## src/earliest_arrival_job_queue_assert.svh

```systemverilog
// ----------------------------------------------------------------------------
// Earliest arrival job queue assertion macros
// Shared forms for the concurrent checks of the job queue.
// ----------------------------------------------------------------------------
`ifndef EARLIEST_ARRIVAL_JOB_QUEUE_ASSERT_SVH
`define EARLIEST_ARRIVAL_JOB_QUEUE_ASSERT_SVH

// The consequent must hold in the same cycle as the antecedent.
`define EAJQ_ASSERT_IMPLY(label, clk, rst_n, ante, cons, msg) \
    label: assert property (@(posedge clk) disable iff (!rst_n) (ante) |-> (cons)) \
        else $error(msg);

// The consequent must hold in the cycle after the antecedent.
`define EAJQ_ASSERT_NEXT(label, clk, rst_n, ante, cons, msg) \
    label: assert property (@(posedge clk) disable iff (!rst_n) (ante) |=> (cons)) \
        else $error(msg);

`endif

```

## src/eajq_pkg.sv

```systemverilog
// ----------------------------------------------------------------------------
// Earliest arrival job queue package
// Command and status codes and the transfer types of the job queue.
// ----------------------------------------------------------------------------
`default_nettype none

package eajq_pkg;

    // Command codes.
    localparam logic CMD_INSERT  = 1'b0;
    localparam logic CMD_EXTRACT = 1'b1;

    // Status codes.
    localparam logic [1:0] STATUS_INSERTED  = 2'd0;
    localparam logic [1:0] STATUS_FULL      = 2'd1;
    localparam logic [1:0] STATUS_EXTRACTED = 2'd2;
    localparam logic [1:0] STATUS_EMPTY     = 2'd3;

    // One input transfer.
    typedef struct packed {
        logic        command;
        logic [15:0] job_number;
        logic [31:0] arrival_time;
    } eajq_req_t;

    // One result transfer.
    typedef struct packed {
        logic [1:0]  status;
        logic [15:0] removed_job;
        logic [31:0] removed_time;
    } eajq_rsp_t;

    // One stored queue entry.
    typedef struct packed {
        logic [15:0] job_number;
        logic [31:0] arrival_time;
    } eajq_entry_t;

endpackage

`default_nettype wire

```

## src/eajq_ram.sv

```systemverilog
// ----------------------------------------------------------------------------
// Generic single-port-write RAM
// One write port and one read port, read data registered.
// ----------------------------------------------------------------------------
`default_nettype none

module eajq_ram #(
    parameter int WIDTH = 48,
    parameter int DEPTH = 8,
    localparam int AW = (DEPTH > 1) ? $clog2(DEPTH) : 1
) (
    input  wire logic             clk,
    input  wire logic             we,
    input  wire logic [AW-1:0]    waddr,
    input  wire logic [WIDTH-1:0] wdata,
    input  wire logic             re,
    input  wire logic [AW-1:0]    raddr,
    output logic      [WIDTH-1:0] rdata
);

    logic [WIDTH-1:0] mem [DEPTH];

    // Write port.
    always_ff @(posedge clk)
    begin
        if (we)
        begin
            mem[waddr] <= wdata;
        end
    end

    // Registered read port.
    always_ff @(posedge clk)
    begin
        if (re)
        begin
            rdata <= mem[raddr];
        end
    end

endmodule

`default_nettype wire

```

## src/earliest_arrival_job_queue.sv

```systemverilog
// Insert: the result strobe comes in the cycle after the command transfer.
// Extract: the single read port of the entry RAM first reads every held entry
// for the scan, then reads each entry after the winner once to shift it down;
// the result strobe follows once the shift is done.
// One command is in flight at a time; busy is high during an extract until its result is issued.
// Reset empties the queue; RAM contents are left as they are.
`default_nettype none

`include "earliest_arrival_job_queue_assert.svh"

module earliest_arrival_job_queue #(
    parameter int QUEUE_DEPTH = 8
) (
    input  wire logic                clk,
    input  wire logic                rst_n,
    input  wire logic                start,
    output logic                     busy,
    input  wire eajq_pkg::eajq_req_t request,
    output logic                     done,
    output eajq_pkg::eajq_rsp_t      result
);

    import eajq_pkg::*;

    localparam int IDX_W = (QUEUE_DEPTH > 1) ? $clog2(QUEUE_DEPTH) : 1;
    localparam int CNT_W = $clog2(QUEUE_DEPTH + 1);
    localparam int ENT_W = $bits(eajq_entry_t);

    typedef enum logic [2:0] {
        S_IDLE  = 3'b001,
        S_SCAN  = 3'b010,
        S_SHIFT = 3'b100
    } state_t;

    state_t      state_reg, state_next;
    logic [CNT_W-1:0] count_reg, count_next;
    logic [CNT_W-1:0] issue_reg, issue_next;
    logic             pend_reg, pend_next;
    logic [IDX_W-1:0] pidx_reg, pidx_next;
    logic [IDX_W-1:0] best_idx_reg, best_idx_next;
    eajq_entry_t      best_reg, best_next;
    eajq_rsp_t        result_reg, result_next;
    logic             done_reg, done_next;

    logic             ram_we;
    logic [IDX_W-1:0] ram_waddr;
    eajq_entry_t      ram_wdata;
    logic             ram_re;
    logic [IDX_W-1:0] ram_raddr;
    logic [ENT_W-1:0] ram_rdata;

    eajq_entry_t      rd_entry;
    logic             take_new;
    logic [IDX_W-1:0] win_idx;
    eajq_entry_t      win_entry;
    logic             last_scan;
    logic             issue_more;
    logic             accept;

    // Entry storage.
    eajq_ram #(
        .WIDTH (ENT_W),
        .DEPTH (QUEUE_DEPTH)
    ) u_ram (
        .clk   (clk),
        .we    (ram_we),
        .waddr (ram_waddr),
        .wdata (ram_wdata),
        .re    (ram_re),
        .raddr (ram_raddr),
        .rdata (ram_rdata)
    );

    // Scan comparison; ties keep the older entry.
    assign rd_entry   = eajq_entry_t'(ram_rdata);
    assign take_new   = pend_reg &&
                        ((pidx_reg == '0) || (rd_entry.arrival_time < best_reg.arrival_time));
    assign win_idx    = take_new ? pidx_reg : best_idx_reg;
    assign win_entry  = take_new ? rd_entry : best_reg;
    assign last_scan  = pend_reg && (CNT_W'(pidx_reg) == count_reg - 1'b1);
    assign issue_more = issue_reg < count_reg;
    assign accept     = start && (state_reg == S_IDLE);

    // Sequencer.
    always_comb
    begin
        state_next    = state_reg;
        count_next    = count_reg;
        issue_next    = issue_reg;
        pend_next     = 1'b0;
        pidx_next     = pidx_reg;
        best_idx_next = best_idx_reg;
        best_next     = best_reg;
        result_next   = result_reg;
        done_next     = 1'b0;
        ram_we        = 1'b0;
        ram_waddr     = count_reg[IDX_W-1:0];
        ram_wdata     = '{job_number: request.job_number,
                          arrival_time: request.arrival_time};
        ram_re        = 1'b0;
        ram_raddr     = issue_reg[IDX_W-1:0];

        case (state_reg)
            S_IDLE:
            begin
                if (accept)
                begin
                    result_next.removed_job  = '0;
                    result_next.removed_time = '0;
                    if (request.command == CMD_INSERT)
                    begin
                        done_next = 1'b1;
                        if (count_reg == CNT_W'(QUEUE_DEPTH))
                        begin
                            result_next.status = STATUS_FULL;
                        end
                        else
                        begin
                            ram_we             = 1'b1;
                            count_next         = count_reg + 1'b1;
                            result_next.status = STATUS_INSERTED;
                        end
                    end
                    else if (count_reg == '0)
                    begin
                        done_next          = 1'b1;
                        result_next.status = STATUS_EMPTY;
                    end
                    else
                    begin
                        state_next = S_SCAN;
                        issue_next = '0;
                    end
                end
            end

            S_SCAN:
            begin
                if (issue_more)
                begin
                    ram_re     = 1'b1;
                    pend_next  = 1'b1;
                    pidx_next  = issue_reg[IDX_W-1:0];
                    issue_next = issue_reg + 1'b1;
                end
                if (take_new)
                begin
                    best_idx_next = win_idx;
                    best_next     = win_entry;
                end
                if (last_scan)
                begin
                    state_next = S_SHIFT;
                    issue_next = CNT_W'(win_idx) + 1'b1;
                    pend_next  = 1'b0;
                end
            end

            S_SHIFT:
            begin
                // Read entry i, then write it back at i - 1 once the registered read data arrives.
                if (issue_more)
                begin
                    ram_re     = 1'b1;
                    pend_next  = 1'b1;
                    pidx_next  = issue_reg[IDX_W-1:0];
                    issue_next = issue_reg + 1'b1;
                end
                if (pend_reg)
                begin
                    ram_we    = 1'b1;
                    ram_waddr = pidx_reg - 1'b1;
                    ram_wdata = rd_entry;
                end
                if (!issue_more && !pend_reg)
                begin
                    state_next               = S_IDLE;
                    count_next               = count_reg - 1'b1;
                    done_next                = 1'b1;
                    result_next.status       = STATUS_EXTRACTED;
                    result_next.removed_job  = best_reg.job_number;
                    result_next.removed_time = best_reg.arrival_time;
                end
            end

            default:
            begin
                state_next = S_IDLE;
            end
        endcase
    end

    // Control registers.
    always_ff @(posedge clk or negedge rst_n)
    begin
        if (!rst_n)
        begin
            state_reg <= S_IDLE;
            count_reg <= '0;
            pend_reg  <= 1'b0;
            done_reg  <= 1'b0;
        end
        else
        begin
            state_reg <= state_next;
            count_reg <= count_next;
            pend_reg  <= pend_next;
            done_reg  <= done_next;
        end
    end

    // Payload registers.
    always_ff @(posedge clk)
    begin
        issue_reg    <= issue_next;
        pidx_reg     <= pidx_next;
        best_idx_reg <= best_idx_next;
        best_reg     <= best_next;
        result_reg   <= result_next;
    end

    assign busy   = (state_reg != S_IDLE);
    assign done   = done_reg;
    assign result = result_reg;

    // Checks on the queue bookkeeping.
    `EAJQ_ASSERT_IMPLY(a_count_bound, clk, rst_n, 1'b1, count_reg <= CNT_W'(QUEUE_DEPTH), "entry count above depth")
    `EAJQ_ASSERT_IMPLY(a_full_status, clk, rst_n, done && (result.status == STATUS_FULL), count_reg == CNT_W'(QUEUE_DEPTH), "full reported below depth")
    `EAJQ_ASSERT_IMPLY(a_extract_count, clk, rst_n, done && (result.status == STATUS_EXTRACTED), count_reg + 1'b1 == $past(count_reg), "extract did not remove one entry")
    `EAJQ_ASSERT_NEXT(a_insert_count, clk, rst_n, accept && (request.command == CMD_INSERT) && (count_reg != CNT_W'(QUEUE_DEPTH)), count_reg == $past(count_reg) + 1'b1, "insert did not add one entry")
    `EAJQ_ASSERT_IMPLY(a_idle_write, clk, rst_n, !busy && !start, !ram_we, "RAM write while idle")

endmodule

`default_nettype wire

```

## config.mk

```make
export PLATFORM = sky130hd
export DESIGN_NAME = earliest_arrival_job_queue
export DESIGN_NICKNAME = d
export VERILOG_FILES = /design/src/eajq_pkg.sv /design/src/eajq_ram.sv /design/src/earliest_arrival_job_queue.sv
export VERILOG_INCLUDE_DIRS = /design/src /design/src/src
export SDC_FILE = /design/constraint.sdc
export NUM_CORES = 1
export LEC_CHECK = 0
export BUFFER_PORTS_ARGS = -buffer_cell sky130_fd_sc_hd__buf_2
export CORE_AREA = 2 2 212 214
export CTS_CLUSTER_SIZE = 28
export DETAILED_ROUTE_END_ITERATION = 7
export DIE_AREA = 0 0 214 216
export PLACE_DENSITY = 0.77
export SYNTH_ARGS = -nofsm -noshare
export SYNTH_HDL_FRONTEND = slang
export SYNTH_SLANG_ARGS = --single-unit
```

## constraint.sdc

```tcl
create_clock -name clk -period 14.6 [get_ports clk]
set_input_delay 2.19 -clock clk [delete_from_list [all_inputs] [get_ports clk]]
set_output_delay 2.19 -clock clk [all_outputs]
set_load 0.005 [all_outputs]
```

* After elaboration in Yosys (flattened, before gate mapping)
Memory sizes are Yosys's and may differ from the RTL's. A register that Yosys moved wholly into a read port is not among the register bits. Index checks and enable logic that the tools add are counted. W data, S select, Z words.
Storage, ports and cells: flip-flop bits (word level) 117, bits in latches 0, memory bits (writable) 384, bits in read-only memories 0, input port bits 52, output and inout port bits 52, word-level logic and storage cells 97, memories 1
Memories:
- u_ram.mem | words 8, width 48, rd ports 1, clocked after Yosys merged registers in 1, wr ports 1, line eajq_ram.sv:21 | logic [WIDTH-1:0] mem [DEPTH];
Cells by class: add/subtract/negate cells 5, $mul 0, divide/modulo/power cells 0, order comparisons 2, eq/ne operators 14, shift-type cells 0, mux-type cells 44, bitwise gates (word level) 0, reduce and logical (&&, ||, !) cells 19
Operators with widths (number):
- $mux W50 | 2
- $pmux W50 S2 | 1
- $mux W48 | 2
- $mux W4 | 9
- $lt A32 B32 Y1 | 1
- $mux W3 | 8
- $mux W1 | 14
- $ne A2 B2 Y1 const B | 7
- $pmux W4 S3 | 1
- $reduce_and A5 Y1 | 2
- $pmux W3 S3 | 1
- $add A4 B1 Y4 const B | 2
- $pmux W4 S2 | 1
- $reduce_and A4 Y1 | 2
- $pmux W1 S2 | 3
- $add A3 B1 Y4 const B | 1
- $eq A3 B4 Y1 | 1
- $eq A4 B4 Y1 const B | 1
- $logic_and A1 B1 Y1 | 4
- $logic_not A4 Y1 | 1
- $lt A4 B4 Y1 | 1
- $mux W2 | 2
- $reduce_and A2 Y1 | 2
- $sub A4 B1 Y4 const B | 1
- 13 further kinds | 14

* Longest topological paths before layout
depth in word-level cells 7, gate-level depth with buffers 14, mapped depth without buffers 14

* Hierarchy
From an unflattened synthesis, not the netlist that was laid out.
Second synthesis, totals: cell total of the unflattened synthesis 1174, area total of the unflattened synthesis 21957.3 µm²
Modules (own cells, without submodules):
- eajq_ram | times used 1, cells each 616, area an instance 16100.4 µm², seq. area each 12972.4 µm²
- earliest_arrival_job_queue | times used 1, cells each 558, area an instance 5856.9 µm², seq. area each 3469.6 µm²

* Worst setup path before layout
Ideal clock, no wire load.
kind register -> register, start point register u_ram.rdata[2], read port of u_ram.mem, end point register best_idx_reg[0] (enable), setup time 0.533 ns, arrival time 5.585 ns, data required time 14.067 ns, slack 8.482 ns, stages on the path, launching flop included 9, path buffers 0, clock period less this slack 6.118 ns, cell sequence edfxtp_1 -> ha_1 -> a211oi_1 -> o21ai_0 -> a211oi_1 -> nor3_1 -> o31a_2 -> nor2_4 -> nor3b_1
Between the ends: longest elaborated chain between the ends 4
RTL lines:
- start: declaration | line eajq_ram.sv:18 | output logic [WIDTH-1:0] rdata
- $lt A32 B32 Y1 | line earliest_arrival_job_queue.sv:77 | ((pidx_reg == '0) || (rd_entry.arrival_time < best_reg.arrival_time));
- $logic_or A1 B1 Y1 | line earliest_arrival_job_queue.sv:77
- $logic_and A1 B1 Y1 | line earliest_arrival_job_queue.sv:76 | assign take_new = pend_reg &&
- $reduce_and A2 Y1 (no source line)
- end signal: assignment | line earliest_arrival_job_queue.sv:217 | best_idx_reg <= best_idx_next;
- end: declaration | line earliest_arrival_job_queue.sv:40 | logic [IDX_W-1:0] best_idx_reg, best_idx_next;
No other way between the ends. A chain may end at the register's enable or synchronous reset.

* Worst setup path in the final report
start point input request[48] (netlist name), end point memory u_ram.mem[0][14] (enable)
Between the ends: longest elaborated chain between the ends 5
RTL lines:
- start: declaration | line earliest_arrival_job_queue.sv:18 | input wire eajq_pkg::eajq_req_t request,
- $mux W1 | line earliest_arrival_job_queue.sv:110 | if (request.command == CMD_INSERT)
- $mux W1 | line earliest_arrival_job_queue.sv:106 | if (accept)
- $pmux W1 S2 | line earliest_arrival_job_queue.sv:103 | case (state_reg)
- $mux W1 | line eajq_ram.sv:26 | if (we)
- $mux W1 (implied by the code) | line eajq_ram.sv:28 | mem[waddr] <= wdata;
- end: declaration | line eajq_ram.sv:21
No other way between the ends.

==> flow_summary.json <==
{
  "status": "finished, final reports clean",
  "post_cts_resized": 0,
  "yosysSeqAreaShare": 0.7568,
  "syn_area_per_cell_um2": 20.34,
  "path_clk_slew_ns": 0.06,
  "cellPowerDensity_mw_per_mm2": 145.3,
  "synth_cell_types": 52,
  "largest_reg_flops": 384,
  "async_flop_share": 0.01639,
  "relSlewSlack": 0.3491,
  "tightest_slew_ns": 0.9764,
  "grt_pass1_vias": 10760,
  "grt_pass1_wl_mm": 63.90,
  "synth_warnings": 0,
  "root_buffer": "clkbuf_16",
  "ir_worst_vdd_mv": 0.09301,
  "syn_area_mm2": 0.02173,
  "design_area_mm2": 0.02462,
  "crit_type": "in2reg",
  "crit_fanout": 34,
  "totalWireLength_mm": 42.02,
  "place.gp.congestion": 0.7933,
  "area_growth_pct": 13.31,
  "vias": 10370,
  "start_util": 0.4956,
  "finalSetupViolations": 0,
  "ys_ff_latch": 549,
  "finalCriticalPeriod_ns": 4.011,
  "worstPathRequired_ns": 14.80,
  "utilization": 0.5616,
  "cts_tree": "yes",
  "maxCapViolCount": 0,
  "drc": 0,
  "via_per_inst": 5.667,
  "whs_ns": 0.4484,
  "hold_viol": 0,
  "die_h_um": 216,
  "cp-end-kind": "flip-flop",
  "dieArea_mm2": 0.04622,
  "pin_count": 104,
  "port_buffers": 103,
  "ys.flop_type": "edfxtp_1",
  "die_w_um": 214,
  "fin_skew_ns": 0.01506,
  "arrival_ns": 4.21,
  "antenna_found_initial": 0,
  "critical_path.startpoint_type": "primary input",
  "final_cell_mix": "540 x edfxtp_1, 103 x buf_2, 98 x mux2_2",
  "setup_tns_ns": 0,
  "synthCells": 1068,
  "firstDrtPassIters": 5,
  "ant_nets": 0,
  "rows": 77,
  "dpl.hpwl_mm": 23.41,
  "hold_buffers": 0,
  "min_path_type": "reg2reg",
  "grt_max_degree": 102,
  "placed_area_mm2": 0.02302,
  "rrSetupSlack_ns": 10.61,
  "nets": 1293,
  "diodes": 0,
  "p_leak_nw": 8.256,
  "drive_gt1_frac": 0.3271,
  "fmax_ghz": 0.2493,
  "worstSkewPairLatency_ns": 0.57,
  "cts.sinks": 549,
  "drt-initial-drc-count": 886,
  "grt-ovfl-total": 0,
  "htree_levels": 2,
  "maxSlewViolCount": 0,
  "rsz0062_at_grt": "no",
  "cts_buffer_depth": 3,
  "cts_buffers": 52,
  "core_area_mm2": 0.04384,
  "wl_per_cell_um": 22.96,
  "syn-num-nets": 1160,
  "final_common_cell": "edfxtp_1",
  "cts_setup_buffers": 0,
  "fin_crit_sh": 0.2747,
  "grt_use_total": 0.1824,
  "synth_edf_count": 540
}
report_power, final:
group          internal [W]  switching (W)
Combinational      0.000180       0.000234
Clock              0.000734       0.000541
Sequential          0.00185      0.0000366
Total               0.00277       0.000811
synthesized netlist by cell type (2+ instances only):
cell / instances / area [um^2]
edfxtp_1: 540 / 16220
mux2_2: 98 / 1104
mux4_2: 96 / 2162
nor2_1: 56 / 210.2
ha_1: 40 / 500.5
inv_1: 40 / 150.1
clkbuf_1: 26 / 97.59
and2_1: 20 / 125.1
nand2_1: 20 / 75.07
a21oi_1: 17 / 85.08
buf_2: 14 / 70.07
nand4_1: 9 / 56.30
o21ai_0: 9 / 45.04
xnor2_1: 9 / 78.83
dfrtp_1: 8 / 200.2
nand3_1: 8 / 40.04
a21o_1: 7 / 52.55
a211oi_1: 4 / 30.03
nand2b_1: 4 / 25.02
a31oi_1: 3 / 18.77
mux2i_1: 3 / 30.03
xor2_1: 3 / 26.28
a22oi_1: 2 / 15.01
and3_1: 2 / 12.51
nor3_1: 2 / 10.01
or2_2: 2 / 12.51
final timing paths:
path                                  from                to  cells after the start
setup / recovery               request[48]  u_ram.mem[0][14]                      6
hold / removal             u_ram.rdata[36]      best_reg[36]                      0
setup reg to reg              state_reg[1]  u_ram.mem[0][14]                      8
hold reg to reg            u_ram.rdata[36]      best_reg[36]                      0
max in group asynchronous            rst_n      state_reg[0]                      1
min in group asynchronous            rst_n          pend_reg                      1
stage by stage:
| stage | setup slack, ns | cells | total power [W] |
|---|---|---|---|
| 6_report | 10.59 | 1830 | 0.003577 |
| 3_5_place_dp | 10.05 | 1739 | 0.002337 |
| 5_1_grt | 10.43 | 1830 | 0.003700 |
| 3_3_place_gp | 10.11 | 1739 | 0.002321 |
| 2_1_floorplan | 8.482 | 1068 | 0.002200 |
| 4_1_cts | 10.62 | 1830 | 0.003605 |
routing by layer:
metal / routed length [um] / part of all wire / track usage
met3: 2192 / 0.052 / 0.02748
met2: 20830 / 0.50 / 0.3017
met5: 0 / 0 / 0
met4: 1110 / 0.026 / 0.06177
met1: 17890 / 0.43 / 0.2504
cell families after synthesis:
logic type / after synthesis / synth area share
and+or+nand+nor: 131 / 0.02949
xor gates and xnor gates: 12 / 0.004838
muxes: 198 / 0.1524
adders and majority gates: 40 / 0.02304
buffers and inverters: 83 / 0.01549
AOI/OAI and AO/OA: 55 / 0.01797
DFF: 549 / 0.7568
cell type report:
type                            count  area, um^2
Fill cell                        3201       19220
Sequential cell                   549       16440
Multi-Input combinational cell    436        5024
Clock buffer                       69        1386
Tap cell                          592       740.7
Timing Repair Buffer              121       663.1
Clock inverter                     22       209.0
Inverter                           41       153.9
critical path, cell delays in order:
cell     delay (ns)
buf_2          0.11
a31oi_1        0.20
and2_1         0.25
a22oi_1        0.29
nor2_4         0.57
buf_4          0.57
(Power assumes the default switching activity.)
